<file path="src/hdl/triangle_pixel_depth_test_top_defines.svh">
// assertion macros shared by the triangle depth test rtl
// expects clk and rst to be visible in the module that uses them
`ifndef TRIANGLE_PIXEL_DEPTH_TEST_TOP_DEFINES_SVH
`define TRIANGLE_PIXEL_DEPTH_TEST_TOP_DEFINES_SVH

// same-cycle implication, off during reset
`define TPDT_ASSERT_IMPLIES(label, cond, expr, msg) \
  label: assert property (@(posedge clk) disable iff (rst) (cond) |-> (expr)) else $error(msg);

// next-cycle implication, off during reset
`define TPDT_ASSERT_NEXT(label, cond, expr, msg) \
  label: assert property (@(posedge clk) disable iff (rst) (cond) |=> (expr)) else $error(msg);

`endif

</file>
<file path="src/hdl/tpdt_pkg.sv">
// shared types and constants for the triangle depth test block
// no dependencies
`default_nettype none

package tpdt_pkg;

  localparam int MAX_WIDTH_DEF  = 256;
  localparam int MAX_HEIGHT_DEF = 256;
  localparam int IDX_W          = 18;
  localparam int Q_DEPTH        = 4;
  localparam int Q_PW           = $clog2(Q_DEPTH);
  localparam int DIV_STEPS      = 17;

  localparam logic [15:0] FAR_DEPTH = 16'hFFFF;
  localparam logic [8:0]  DIM_RESET = 9'd256;

  localparam logic [1:0] MODE_LOAD  = 2'd0;
  localparam logic [1:0] MODE_TEST  = 2'd1;
  localparam logic [1:0] MODE_CLEAR = 2'd2;

  localparam logic [1:0] SLOT_A = 2'd0;
  localparam logic [1:0] SLOT_B = 2'd1;
  localparam logic [1:0] SLOT_C = 2'd2;

  localparam logic REG_WIDTH  = 1'b0;
  localparam logic REG_HEIGHT = 1'b1;

  localparam logic [2:0] STAT_WRITTEN    = 3'd0;
  localparam logic [2:0] STAT_CULLED     = 3'd1;
  localparam logic [2:0] STAT_OUTSIDE    = 3'd2;
  localparam logic [2:0] STAT_DEPTH_FAIL = 3'd3;
  localparam logic [2:0] STAT_LOADED     = 3'd4;
  localparam logic [2:0] STAT_CLEARED    = 3'd5;

  typedef enum logic [1:0] {
    KIND_LOAD,
    KIND_TEST,
    KIND_CLEAR,
    KIND_REJECT
  } kind_t;

  typedef struct packed {
    kind_t             kind;
    logic [1:0]        slot;
    logic [15:0]       vx;
    logic [15:0]       vy;
    logic [15:0]       vz;
    logic [15:0]       vw;
    logic              on;
    logic [IDX_W-1:0]  idx;
    logic [11:0]       cx;
    logic [11:0]       cy;
  } entry_t;

  typedef enum logic [4:0] {
    S_CLEAR,
    S_IDLE,
    S_EXEC,
    S_MUL,
    S_SUM,
    S_CHK,
    S_TMUL,
    S_TSUM,
    S_SHIFT,
    S_ZMUL,
    S_ZADD,
    S_ZSUM,
    S_DIVGO,
    S_DIVWAIT,
    S_CMP,
    S_EMIT
  } state_t;

endpackage

`default_nettype wire

</file>
<file path="src/hdl/tpdt_front.sv">
// front end: screen size registers, request classification, buffer index
// depends on tpdt_pkg
`default_nettype none

module tpdt_front
  import tpdt_pkg::*;
#(
  parameter int MAX_WIDTH  = MAX_WIDTH_DEF,
  parameter int MAX_HEIGHT = MAX_HEIGHT_DEF
) (
  input  logic               clk,
  input  logic               rst,
  input  logic               cfg_we,
  input  logic               cfg_index,
  input  logic [8:0]         cfg_data,
  input  logic               in_valid,
  output logic               in_stall,
  input  logic [1:0]         mode,
  input  logic [1:0]         vertex_slot,
  input  logic signed [15:0] vert_x,
  input  logic signed [15:0] vert_y,
  input  logic [15:0]        vert_z,
  input  logic [15:0]        vert_w,
  input  logic [7:0]         pixel_x,
  input  logic [7:0]         pixel_y,
  input  logic               q_full,
  input  logic               clearing,
  output logic               push,
  output entry_t             entry
);

  logic [8:0]       screen_width;
  logic [8:0]       screen_height;
  logic [8:0]       w_eff;
  logic [8:0]       h_eff;
  logic             on;
  logic [8:0]       row;
  logic [IDX_W-1:0] idx;
  kind_t            kind;

  always_ff @(posedge clk) begin
    if (rst) begin
      screen_width  <= DIM_RESET;
      screen_height <= DIM_RESET;
    end else if (cfg_we) begin
      case (cfg_index)
        REG_WIDTH:  screen_width  <= cfg_data;
        REG_HEIGHT: screen_height <= cfg_data;
        default: ;
      endcase
    end
  end

  always_comb begin
    if (screen_width == 9'd0)
      w_eff = 9'd1;
    else if (32'(screen_width) > MAX_WIDTH)
      w_eff = 9'(MAX_WIDTH);
    else
      w_eff = screen_width;
    if (screen_height == 9'd0)
      h_eff = 9'd1;
    else if (32'(screen_height) > MAX_HEIGHT)
      h_eff = 9'(MAX_HEIGHT);
    else
      h_eff = screen_height;
  end

  assign on  = ({1'b0, pixel_x} < w_eff) && ({1'b0, pixel_y} < h_eff);
  assign row = h_eff - 9'd1 - {1'b0, pixel_y};
  assign idx = on ? (({9'b0, row} * {9'b0, w_eff}) + {10'b0, pixel_x}) : '0;

  always_comb begin
    case (mode)
      MODE_LOAD:  kind = (vertex_slot == SLOT_A || vertex_slot == SLOT_B ||
                          vertex_slot == SLOT_C) ? KIND_LOAD : KIND_REJECT;
      MODE_TEST:  kind = KIND_TEST;
      MODE_CLEAR: kind = on ? KIND_CLEAR : KIND_REJECT;
      default:    kind = KIND_REJECT;
    endcase
  end

  assign in_stall = q_full || clearing;
  assign push     = in_valid && !in_stall;

  always_comb begin
    entry.kind = kind;
    entry.slot = vertex_slot;
    entry.vx   = vert_x;
    entry.vy   = vert_y;
    entry.vz   = vert_z;
    entry.vw   = vert_w;
    entry.on   = on;
    entry.idx  = idx;
    entry.cx   = {pixel_x, 4'b1000};
    entry.cy   = {pixel_y, 4'b1000};
  end

endmodule

`default_nettype wire

</file>
<file path="config.mk">
export PLATFORM = sky130hd
export DESIGN_NAME = tpdt_front
export DESIGN_NICKNAME = d
export VERILOG_FILES = /design/src/hdl/triangle_pixel_depth_test_top_defines.svh /design/src/hdl/tpdt_pkg.sv /design/src/hdl/tpdt_front.sv
export SDC_FILE = /design/constraint.sdc
export NUM_CORES = 1
export LEC_CHECK = 0
export BUFFER_PORTS_ARGS = -buffer_cell sky130_fd_sc_hd__clkbuf_2
export CORE_MARGIN = 2
export CORE_UTILIZATION = 45
export CTS_CLUSTER_DIAMETER = 150
export DETAILED_ROUTE_END_ITERATION = 8
export MAX_ROUTING_LAYER = met4
export PLACE_DENSITY = 0.75
export SYNTH_ARGS = -nofsm -noshare
export SYNTH_HDL_FRONTEND = slang
export SYNTH_SLANG_ARGS = --single-unit
</file>
<file path="constraint.sdc">
create_clock -name clk -period 10.3 [get_ports clk]
set_input_delay 1.03 -clock clk [delete_from_list [all_inputs] [get_ports clk]]
set_output_delay 1.03 -clock clk [all_outputs]
set_load 0.01 [all_outputs]
</file>
==> flow_summary.ini <==
[yosys]
yosys-top-cells-area = fa_1 21%, ha_1 18%, buf_4 13%, dfxtp_1 6.9%, inv_1 6.4%
syn_inst = 663
syn_avg_cell_area_um2 = 7.920
synth-warning-count = 0
synthAdderAreaFrac = 0.3931
synth_area_um2 = 5251
synth_cell_types = 56
synth_xor_area_frac = 0.03812
synth-compound-area-share = 0.1203
yosysTopAreaCell = fa_1
synth_top_family_by_area = adder cells
yosysSeqAreaShare = 0.06862
synthMuxAreaShare = 0
synthSimpleGateAreaFrac = 0.1730
ys_seq_elements = 18
synth_top_area_share = 0.2097

[global_route]
antenna_found_initial = 0
grtUsageTotal = 0.1702
overflow = 0
grt_pass1_vias = 3855
grt_max_degree = 19
grt_first_pass_wirelength_um = 17620

[layout]
num-fill-cells = 1148
post-route-util = 0.4529
final_area_um2 = 5171
drive_above_1_share = 0.1524
area_growth_pct = -1.525
insertedDiodeCount = 0
nets = 877

[critical_path]
endpoint_kind = primary output
r2r-start = screen_width[8]
crit_required_ns = 9.27
ff2ff_setup_slack_ns = 8.70
crit_arrival_ns = 7.76
crit_path_start_kind = input pin
worstPathMaxFanout = 5
rr_endpoint = screen_width[8]
worstRegToRegCells = 3
critPathKind = input pin to primary output
cp-startpoint = pixel_y[0]

[clock_network]
cts_setup_buffers = 0
cts.sinks = 18
cts_tree = done
cts_max_level = 1
ctsResizeCount = 0
clk_path_buf_depth = 2
cts-buffers-inserted = 3
cts_root_buf = clkbuf_16
hold_buffers = 0
clk_pin_slew_ns = 0.05
clk_latency_ns = 0.24

[sta]
post-route-period-util = 0.8530
skew_ns = 0
timing.fmax_mhz = 113.8
max_slew.worst_pin.slew_ns = 0.6827
finalCriticalPeriod_ns = 8.786
setup_viol = 0
max-slew-margin-rel = 0.5416
rsz0062_at_grt = false
worst_slack_ns = 1.514
hold_viol_final = 0
slew_viol_final = 0
setup_tns_ns = 0

[pwr]
p_leak_uw = 0.002798
p_sw_uw = 133.7
combinationalPowerShare = 0.536
p_total_uw = 329.1
internal-power_uw = 195.4
power_density_nw_per_um2 = 63.64
peakVddDrop_v = 0.00004959
pwr-share-seq = 0.236
power.share.clock = 0.228
switching_share = 0.4063

[placement]
post-place-ws_ns = 1.500
dpl-instance-area_um2 = 5096
io_buffers = 76
place.gp.congestion = 0.9003
post-dp-hpwl_um = 8812

[route]
wl_um = 10270
viasPerCell = 5.125
wl_per_cell_um = 13.06
drt-initial-drc-count = 197
first_pass_iters = 4
drcViolationCount = 0
antenna_left = 0
dr_total_vias = 4028

[die]
fp.dieArea_um2 = 12550
dieWidth_um = 112.0
start_util = 0.4599
io_pins = 213
dieHeight_um = 112.0
fp.coreArea_um2 = 11420
fp-row-count = 39

[job]
cap_violations = 0

[hold_path]
hp-start = screen_width[1]
hp-class = flop to flop
hold_depth = 2
hold_end = screen_width[1]

[outcome]
status = completed
## logic make-up (layout without fill, tap and decap cells)
family | count (synthesis) | count (layout)
DFF | 18 | 18
xor gates and xnor gates | 22 | 22
buffers and inverters | 196 | 170
other | 2 | 8
and+or+nand+nor | 203 | 203
AOI/OAI and AO/OA | 90 | 90
adders and majority gates | 132 | 132
## synth_stat cells (all sizes together)
| cell | count |
|---|---|
| clkinv | 2 |
| o211ai | 3 |
| o31ai | 1 |
| fa | 55 |
| nand2 | 74 |
| nor2 | 73 |
| o21ai | 13 |
| o21ba | 1 |
| nor3 | 10 |
| buf | 94 |
| nor3b | 3 |
| nor2b | 6 |
| a211oi | 10 |
| nand4 | 4 |
| nand3b | 1 |
| a31o | 1 |
| nand2b | 11 |
| or3 | 1 |
| a211o | 3 |
| and3 | 4 |
| dfxtp | 18 |
| and2 | 1 |
| or2 | 5 |
| xnor2 | 11 |
| conb | 2 |
| inv | 89 |
| o22ai | 1 |
| ha | 77 |
| xor2 | 11 |
| and4b | 1 |
| nand3 | 6 |
| a21boi | 2 |
| o31a | 2 |
| a21oi | 34 |
| o21bai | 3 |
| and2b | 1 |
| o21a | 4 |
| a2111oi | 3 |
| nor4 | 2 |
| o211a | 1 |
| clkbuf | 11 |
| a21o | 6 |
| o41ai | 2 |
## worst max-delay path: stages
cell,delay [ns]
clkbuf_2,0.09
inv_1,0.05
ha_1,0.22
fa_1,0.43
a21o_1,0.21
a21oi_2,0.24
o21ai_2,0.12
or2_2,0.32
xor2_1,0.28
nand2_1,0.12
fa_1,0.52
inv_1,0.05
fa_1,0.51
inv_1,0.05
fa_1,0.48
inv_1,0.05
fa_1,0.52
inv_1,0.05
fa_1,0.50
inv_1,0.04
ha_1,0.34
a2111oi_0,0.38
o21ai_1,0.21
a211oi_1,0.38
o21ai_0,0.17
xnor2_1,0.15
nor2_1,0.08
clkbuf_2,0.14
## state kept, by name (all words and copies together), names as in the netlist
register       cells
screen_width       9
screen_height      9
## power by group through the flow
| stage | Combinational (µW) | Clock, µW | Sequential (µW) |
|---|---|---|---|
| finish | 176 | 75.0 | 77.6 |
| global route | 201 | 78.2 | 78.2 |
| CTS | 179 | 75.6 | 77.5 |
| detailed placement | 177 | 0 | 78.9 |
| global placement | 175 | 0 | 79.0 |
| floorplan | 158 | 0 | 76.5 |
## worst max path at each step
stage	end	cells past startpoint
detailed placement	entry[40]	28
floorplan	entry[38]	26
global route	entry[38]	28
finish	entry[40]	28
CTS	entry[40]	28
global placement	entry[40]	28
## cells in the final DEF, fill, tap and decap left out, types with 6 or more instances in the layout
cell type,count
inv_1,89
ha_1,77
clkbuf_2,76
nor2_1,73
nand2_1,73
fa_1,55
a21oi_1,32
dfxtp_1,18
nand2b_1,11
xor2_1,11
nor3_1,10
a211oi_1,10
xnor2_1,10
o21ai_0,9
conb_1,8
a21o_1,6
nand3_1,6
## metal layers
metal	vias to the layer above	wire length, µm	global-route usage
met5	-	0	-
met4	0	171	0.03659
met3	16	501	0.01890
met2	99	5062	0.2832
met1	1921	4529	0.2267
li1	1992	-	-
## through the flow
step / instances / hold slack [ns]
6_report: 786 / 0.4691
5_1_grt: 786 / 0.5004
4_1_cts: 786 / 0.4721
3_5_place_dp: 783 / 0.4667
3_3_place_gp: 783 / 0.4603
2_1_floorplan: 669 / 0.4361
## final cells by class
class	count	area, µm²	area share
inverter	91	341.6	0.06605
sequential	18	360.3	0.06968
multi-input combinational	455	3835	0.7416
timing repair buffer	76	380.4	0.07355
clock buffer	3	75.07	0.01452
tap	143	178.9	0.03460
Note: power is estimated with default switching activity, not from simulation.
