`src/hdl/triangle_pixel_depth_test_top_defines.svh`:
```
// assertion macros shared by the triangle depth test rtl
// expects clk and rst to be visible in the module that uses them
`ifndef TRIANGLE_PIXEL_DEPTH_TEST_TOP_DEFINES_SVH
`define TRIANGLE_PIXEL_DEPTH_TEST_TOP_DEFINES_SVH

// same-cycle implication, off during reset
`define TPDT_ASSERT_IMPLIES(label, cond, expr, msg) \
  label: assert property (@(posedge clk) disable iff (rst) (cond) |-> (expr)) else $error(msg);

// next-cycle implication, off during reset
`define TPDT_ASSERT_NEXT(label, cond, expr, msg) \
  label: assert property (@(posedge clk) disable iff (rst) (cond) |=> (expr)) else $error(msg);

`endif

```
`src/hdl/tpdt_pkg.sv`:
```
// shared types and constants for the triangle depth test block
// no dependencies
`default_nettype none

package tpdt_pkg;

  localparam int MAX_WIDTH_DEF  = 256;
  localparam int MAX_HEIGHT_DEF = 256;
  localparam int IDX_W          = 18;
  localparam int Q_DEPTH        = 4;
  localparam int Q_PW           = $clog2(Q_DEPTH);
  localparam int DIV_STEPS      = 17;

  localparam logic [15:0] FAR_DEPTH = 16'hFFFF;
  localparam logic [8:0]  DIM_RESET = 9'd256;

  localparam logic [1:0] MODE_LOAD  = 2'd0;
  localparam logic [1:0] MODE_TEST  = 2'd1;
  localparam logic [1:0] MODE_CLEAR = 2'd2;

  localparam logic [1:0] SLOT_A = 2'd0;
  localparam logic [1:0] SLOT_B = 2'd1;
  localparam logic [1:0] SLOT_C = 2'd2;

  localparam logic REG_WIDTH  = 1'b0;
  localparam logic REG_HEIGHT = 1'b1;

  localparam logic [2:0] STAT_WRITTEN    = 3'd0;
  localparam logic [2:0] STAT_CULLED     = 3'd1;
  localparam logic [2:0] STAT_OUTSIDE    = 3'd2;
  localparam logic [2:0] STAT_DEPTH_FAIL = 3'd3;
  localparam logic [2:0] STAT_LOADED     = 3'd4;
  localparam logic [2:0] STAT_CLEARED    = 3'd5;

  typedef enum logic [1:0] {
    KIND_LOAD,
    KIND_TEST,
    KIND_CLEAR,
    KIND_REJECT
  } kind_t;

  typedef struct packed {
    kind_t             kind;
    logic [1:0]        slot;
    logic [15:0]       vx;
    logic [15:0]       vy;
    logic [15:0]       vz;
    logic [15:0]       vw;
    logic              on;
    logic [IDX_W-1:0]  idx;
    logic [11:0]       cx;
    logic [11:0]       cy;
  } entry_t;

  typedef enum logic [4:0] {
    S_CLEAR,
    S_IDLE,
    S_EXEC,
    S_MUL,
    S_SUM,
    S_CHK,
    S_TMUL,
    S_TSUM,
    S_SHIFT,
    S_ZMUL,
    S_ZADD,
    S_ZSUM,
    S_DIVGO,
    S_DIVWAIT,
    S_CMP,
    S_EMIT
  } state_t;

endpackage

`default_nettype wire

```
`src/hdl/tpdt_fifo.sv`:
```
// short request queue between front end and back end
// depends on tpdt_pkg and the assertion macro header
`default_nettype none
`include "triangle_pixel_depth_test_top_defines.svh"

module tpdt_fifo
  import tpdt_pkg::*;
(
  input  logic   clk,
  input  logic   rst,
  input  logic   push,
  input  entry_t wdata,
  output logic   full,
  input  logic   pop,
  output logic   empty,
  output entry_t rdata
);

  entry_t          slots [Q_DEPTH];
  logic [Q_PW-1:0] wr_ptr;
  logic [Q_PW-1:0] rd_ptr;
  logic [Q_PW:0]   count;

  assign full  = (count == (Q_PW+1)'(Q_DEPTH));
  assign empty = (count == '0);
  assign rdata = slots[rd_ptr];

  always_ff @(posedge clk) begin
    if (push) slots[wr_ptr] <= wdata;
  end

  always_ff @(posedge clk) begin
    if (rst) begin
      wr_ptr <= '0;
      rd_ptr <= '0;
      count  <= '0;
    end else begin
      if (push)
        wr_ptr <= (wr_ptr == Q_PW'(Q_DEPTH-1)) ? '0 : wr_ptr + 1'b1;
      if (pop)
        rd_ptr <= (rd_ptr == Q_PW'(Q_DEPTH-1)) ? '0 : rd_ptr + 1'b1;
      case ({push, pop})
        2'b10:   count <= count + 1'b1;
        2'b01:   count <= count - 1'b1;
        default: count <= count;
      endcase
    end
  end

  `TPDT_ASSERT_IMPLIES(a_push_not_full, push, !full, "request pushed into full queue")
  `TPDT_ASSERT_IMPLIES(a_pop_not_empty, pop, !empty, "request popped from empty queue")
  `TPDT_ASSERT_NEXT(a_count_up, push && !pop, count == $past(count) + 1'b1, "queue count lost a push")

endmodule

`default_nettype wire

```
`config.mk`:
```
export PLATFORM = sky130hd
export DESIGN_NAME = tpdt_fifo
export DESIGN_NICKNAME = d
export VERILOG_FILES = /design/src/hdl/tpdt_pkg.sv /design/src/hdl/tpdt_fifo.sv
export VERILOG_INCLUDE_DIRS = /design/src /design/src/hdl
export SDC_FILE = /design/constraint.sdc
export NUM_CORES = 1
export LEC_CHECK = 0
export ABC_AREA = 1
export BUFFER_PORTS_ARGS = -buffer_cell sky130_fd_sc_hd__buf_4
export CAP_MARGIN = 10
export CORE_ASPECT_RATIO = 1.1
export CORE_MARGIN = 2
export CORE_UTILIZATION = 35
export DETAILED_ROUTE_END_ITERATION = 8
export SYNTH_ARGS = -nofsm -noshare
export SYNTH_HDL_FRONTEND = slang
export SYNTH_SLANG_ARGS = --single-unit
```
`constraint.sdc`:
```
create_clock -name clk -period 3.53 [get_ports clk]
set_input_delay 0.353 -clock clk [delete_from_list [all_inputs] [get_ports clk]]
set_output_delay 0.353 -clock clk [all_outputs]
set_load 0.005 [all_outputs]
```
==> out/metrics.yaml, run 1 <==
drt:
  drt-total-wl_um: 39490
  drc: 0
  dr.pass1.iters: 5
  via_count: 10530
  vias_per_cell: 4.901
  drtIter0Drc: 499
  ant_nets: 0
  wl_per_cell_um: 18.38
placed_design:
  dp_hpwl_um: 20970
  postPlaceCellArea_um2: 19210
  portBuffers: 227
  place.gp.congestion: 0.6977
  dp_slack_ns: 1.380
cts:
  root_buffer: "clkbuf_16"
  clk_pin_slew_ns: 0.06
  clock-sinks: 453
  htree_levels: 2
  insertion_delay_ns: 0.56
  clockBufferDepth: 3
  cts_tree: "yes"
  cts_made_buffers: 47
  cts_resized: 0
setup_path:
  crit_arrival_ns: 2.45
  cp_data_required_time_ns: 3.18
  worst-setup-path-type: "register to output port"
  cp_max_fo: 222
  crit_path_start_kind: "register"
  cp-end-kind: "output port"
  ff2ff_path_depth: 4
global_route:
  antenna_found_initial: 4
  track_usage_pct: 15.33
  grt_pass1_vias: 10570
  grt.overflow.total: 0
  grt_max_degree: 223
  grt_pass1_wl_um: 58750
logic_synthesis:
  ys_seq_elements: 453
  yosysUniqueCellTypes: 20
  syn_area_per_cell_um2: 14.91
  yosysTopAreaCell: "edfxtp_1"
  synth.net_count: 1255
  ys_warn_count: 0
  netlist_area_um2: 16890
  synth_area_leaders: "edfxtp_1 79%, nor2_1 5.0%, o21ai_0 4.6%, o22ai_1 4.1%, o21ai_1 2.1%"
  postSynthCellCount: 1133
  seq_area_frac_synth_pct: 80.01
  synth_top_area_share_pct: 78.94
floorplan:
  die_w_um: 213.5
  rows: 84
  core_area_um2: 47720
  start_util_pct: 35.40
  dieArea_um2: 50030
  io_pins: 228
  die_y_um: 234.4
final_layout:
  nFillCells: 4217
  finalInstanceArea_um2: 21920
  multi_input_area_um2: 2859
  seq_area_um2: 13520
  fin_util_pct: 45.94
  nets: 1589
  drive_gt1_share_pct: 21.20
  syn_to_final_growth_pct: 29.79
hold_path:
  hold_class: "input pin to register"
  worstHoldPathCells: 4
timing:
  hold_viol: 0
  worst_slack_ns: 0.7244
  skew_ns: 0.01345
  max_freq_mhz: 356.4
  rsz0062_at_grt: "false"
  period_needed_ns: 2.806
  worstMarginPinSlew_ns: 1.047
  slew_headroom_pct: 30.21
  setup_violations: 0
  final_max_slew_viol_count: 0
  tns_ns: 0
  fin_crit_sh_pct: 79.48
flow_run:
  drv_cap: 0
pwr:
  ir_worst_vdd_uv: 491.5
  cellLeakagePower_uw: 0.007664
  p_total_uw: 12610
  power_density_nw_per_um2: 575.0
status:
  status: "completed"
[power by group]
group,switching (uW),total (uW),internal [uW]
clock,2000,5090,3100
combinational,728,1310,584
sequential,50.4,6200,6150
total,2770,12600,9830
[layer usage]
layer / global-route usage, % / share of wire [%]
met5: 0 / 0.035
met4: 4.384 / 2.0
met3: 4.232 / 6.2
met2: 25.77 / 48
met1: 19.40 / 44
[cell families (layout without fill, tap and decap cells)]
group | after synthesis | count (layout) | share of synthesized area [%]
flops | 453 | 453 | 80.01
simple gates | 241 | 241 | 5.408
other cells | 0 | 4 | 0
buf+inv | 90 | 457 | 3.067
fa+ha+maj | 7 | 7 | 0.5630
compound gates | 342 | 342 | 10.96
[sequential cells by signal, indices dropped and copies added (netlist names), named ones only]
| name | count |
|---|---|
| slots | 444 |
| wr_ptr | 2 |
| rd_ptr | 2 |
| count | 3 |
[cells in the mapped netlist]
cell type,number
dfxtp_1,9
buf_4,5
nand4_1,1
clkbuf_1,31
o21ai_1,72
a21oi_1,5
edfxtp_1,444
o22ai_1,111
buf_8,1
nand2_1,8
buf_6,17
o21ai_0,154
ha_1,6
fa_1,1
nor3_1,4
nand3_1,1
buf_2,18
inv_1,16
inv_2,2
nor2_1,227
[metrics by stage]
step	hold slack [ns]	cells
after floorplan	0.4254	1133
after global placement	0.5162	1951
after detailed placement	0.5229	1951
after CTS	0.07610	2145
after global routing	0.1228	2147
final	0.1208	2149
[what timing repair did]
action | 4_1_cts | 5_1_grt
endpoints found under the hold margin | 447 | 0
hold buffers | 112 | 0
buffers inserted | 0 | 0
[layout make-up]
type,count,share of cell area [%]
sequential,453,61.68
timing repair buffer,357,13.96
multi-input combinational,590,13.04
clock buffer,56,5.713
tap,645,3.682
clock inverter,26,1.495
inverter,18,0.3824
antenna,4,0.04566
[final timing paths]
check / end / slack, ns / from
hold reg to reg: wr_ptr[1]$_SDFFE_PP0P_ / 0.53 / wr_ptr[1]$_SDFFE_PP0P_
hold / removal: register / 0.12 / pop
setup reg to reg: slots[3][7]$_DFFE_PP_ / 1.56 / wr_ptr[0]$_SDFFE_PP0P_
setup / recovery: rdata[23] / 0.72 / register
[layout by cell type (no fill, tap or decap), types with 2 or more instances in the layout]
cell type | netlist | routed
a21oi_1 | 5 | 5
buf_12 | 0 | 8
buf_4 | 5 | 237
bufinv_16 | 0 | 8
clkbuf_1 | 31 | 7
clkbuf_16 | 0 | 49
clkinv_1 | 0 | 10
clkinv_2 | 0 | 6
dfxtp_1 | 9 | 7
dfxtp_4 | 0 | 2
diode_2 | 0 | 4
dlygate4sd3_1 | 0 | 112
edfxtp_1 | 444 | 444
ha_1 | 6 | 6
inv_1 | 16 | 12
inv_4 | 0 | 4
inv_6 | 0 | 2
nand2_1 | 8 | 8
nor2_1 | 227 | 227
nor3_1 | 4 | 4
o21ai_0 | 154 | 154
o21ai_1 | 72 | 72
o22ai_1 | 111 | 111
[critical path, cell delays in order, from the launching register on]
cell	delay, ns
dfxtp_4	0.38
buf_12	0.61
o21ai_0	0.21
o22ai_1	0.27
buf_4	0.16
Note: power is estimated with default switching activity, not from simulation.
==> run 2, diff against run 1 <==
clock period = 2.4 ns   (was 3.53 ns; I/O delays follow)
==> out/metrics.yaml, run 2 (synthesis results as in run 1) <==
status:
  status: "completed"
floorplan:
  die_w_um: 213.5
  die_y_um: 234.4
  rows: 84
  core_area_um2: 47720
  dieArea_um2: 50030
  start_util_pct: 35.40
  io_pins: 228
pwr:
  power_density_nw_per_um2: 811.1
  ir_worst_vdd_uv: 569.4
  cellLeakagePower_uw: 0.007651
hold_path:
  worstHoldPathCells: 3
  hold_path_end: "count[0]$_SDFFE_PP0P_"
  hold_start: "pop"
  hold_class: "input pin to register"
setup_path:
  cp_num_buf_inv: 2
  cp-end-kind: "output port"
  crit_slowest_cell: "dfxtp_4"
  crit_family: "buffers and inverters"
  ff2ff_path_depth: 5
  rr_startpoint: "wr_ptr[0]$_SDFFE_PP0P_"
  crit_arrival_ns: 2.03
  worst-setup-path-type: "register to output port"
  cp_data_required_time_ns: 2.16
  reg2reg_to: "slots[0][44]$_DFFE_PP_"
  cp_max_fo: 114
  r2r_slack_ns: 0.71
  slowest_delay_ns: 0.42
  crit_path_start_kind: "register"
  crit_chain: "buf_16 > o21ai_0 > o22ai_1 > buf_4"
cts:
  root_buffer: "clkbuf_16"
  cts_tree: "yes"
  clockBufferDepth: 3
  clock-sinks: 453
  clk_pin_slew_ns: 0.06
  htree_levels: 2
  cts_made_buffers: 46
  insertion_delay_ns: 0.57
timing:
  final_max_slew_viol_count: 0
  rsz0062_at_grt: "false"
  max_freq_mhz: 440.8
  fin_crit_sh_pct: 94.53
  slew_headroom_pct: 59.97
  setup_violations: 0
  worstMarginPinSlew_ns: 0.6005
  period_needed_ns: 2.269
  hold_viol: 0
  skew_ns: 0.009551
drt:
  drt-total-wl_um: 40780
  wl_per_cell_um: 18.91
  drc: 0
  via_count: 10580
  drtIter0Drc: 705
  dr.pass1.iters: 5
  ant_nets: 0
  vias_per_cell: 4.909
global_route:
  grt.overflow.total: 0
  track_usage_pct: 15.74
  grt_pass1_vias: 10420
  antenna_found_initial: 4
  grt_pass1_wl_um: 59460
  grt_max_degree: 115
final_layout:
  largest_reg_flops: 444
  layout_common_cells: "444 x edfxtp_1, 236 x buf_4, 227 x nor2_1"
  drive_gt1_share_pct: 22.20
  largest_register: "slots"
  syn_to_final_growth_pct: 30.14
  finalInstanceArea_um2: 21980
  nets: 1597
  layout_commonest_cell: "edfxtp_1"
  fin_util_pct: 46.07
  reg.largest.list: "slots (444), count (3)"
placed_design:
  place.gp.congestion: 0.7596
  portBuffers: 227
  postPlaceCellArea_um2: 19390
  dp_hpwl_um: 22230
flow_run:
  drv_cap: 0
## run 2: cell types whose count changed in the layout (fill, tap and decap cells not counted), moves of 4 or more
cell / change
buf_12: +5
bufinv_16: -6
clkbuf_1: +8
clkinv_1: -5
clkinvlp_4: +5
inv_4: -4
nand2_1: -4
nand2_2: +4
## run 2: worst min-delay path, cell delays in order
cell,delay [ns]
buf_4,0.10
ha_1,0.15
a21oi_1,0.07
## run 2: report_power, final
group / switching [uW] / internal [uW]
sequential: 86.2 / 9040
combinational: 1100 / 912
clock: 2870 / 3820
total: 4050 / 13800
## run 2: worst max path at each step
stage,start,end,slack (ns),cells after the start
CTS,register,rdata[91],0.002,5
global placement,register,rdata[3],0.56,5
detailed placement,register,rdata[8],0.54,5
global route,register,rdata[100],0.005,4
floorplan,wr_ptr[0]$_SDFFE_PP0P_,slots[0][0]$_DFFE_PP_,-0.24,4
finish,register,rdata[57],0.13,4
## run 2: layout make-up
cell class,count,area [um^2]
flip-flops and latches,453,13520
fillers,4234,25730
inverters,18,102.6
clock buffers,62,1232
diodes,2,5.005
well taps,645,807.0
clock inverters,20,158.9
multi-input cells,590,2880
repair buffers,366,3272
## run 2: per-layer routing
layer / routed length (um) / part of all wire, % / GRT usage [%]
met5: 24 / 0.059 / 0
met2: 20330 / 50 / 26.89
met3: 2612 / 6.4 / 4.339
met1: 16880 / 41 / 19.50
met4: 927 / 2.3 / 4.644
## run 2: stage by stage
step	worst slack [ns]	power (uW)	TNS, ns	hold WS [ns]	instances
final	0.1312	17830	0	0.04249	2156
after global placement	0.5638	11130	0	0.4371	1959
after global routing	0.004522	18520	0	0.03374	2154
after detailed placement	0.5384	11170	0	0.4376	1959
after floorplan	-0.2402	10130	-105.81	0.3050	1133
after CTS	0.002412	18060	0	0.003469	2153
## run 2: repair_timing
action,CTS,global route
cloned,0,1
buffers inserted,0,0
setup endpoints to repair,26,30
hold endpoints to repair,449,0
gates resized for setup,3,6
hold buffers,112,0
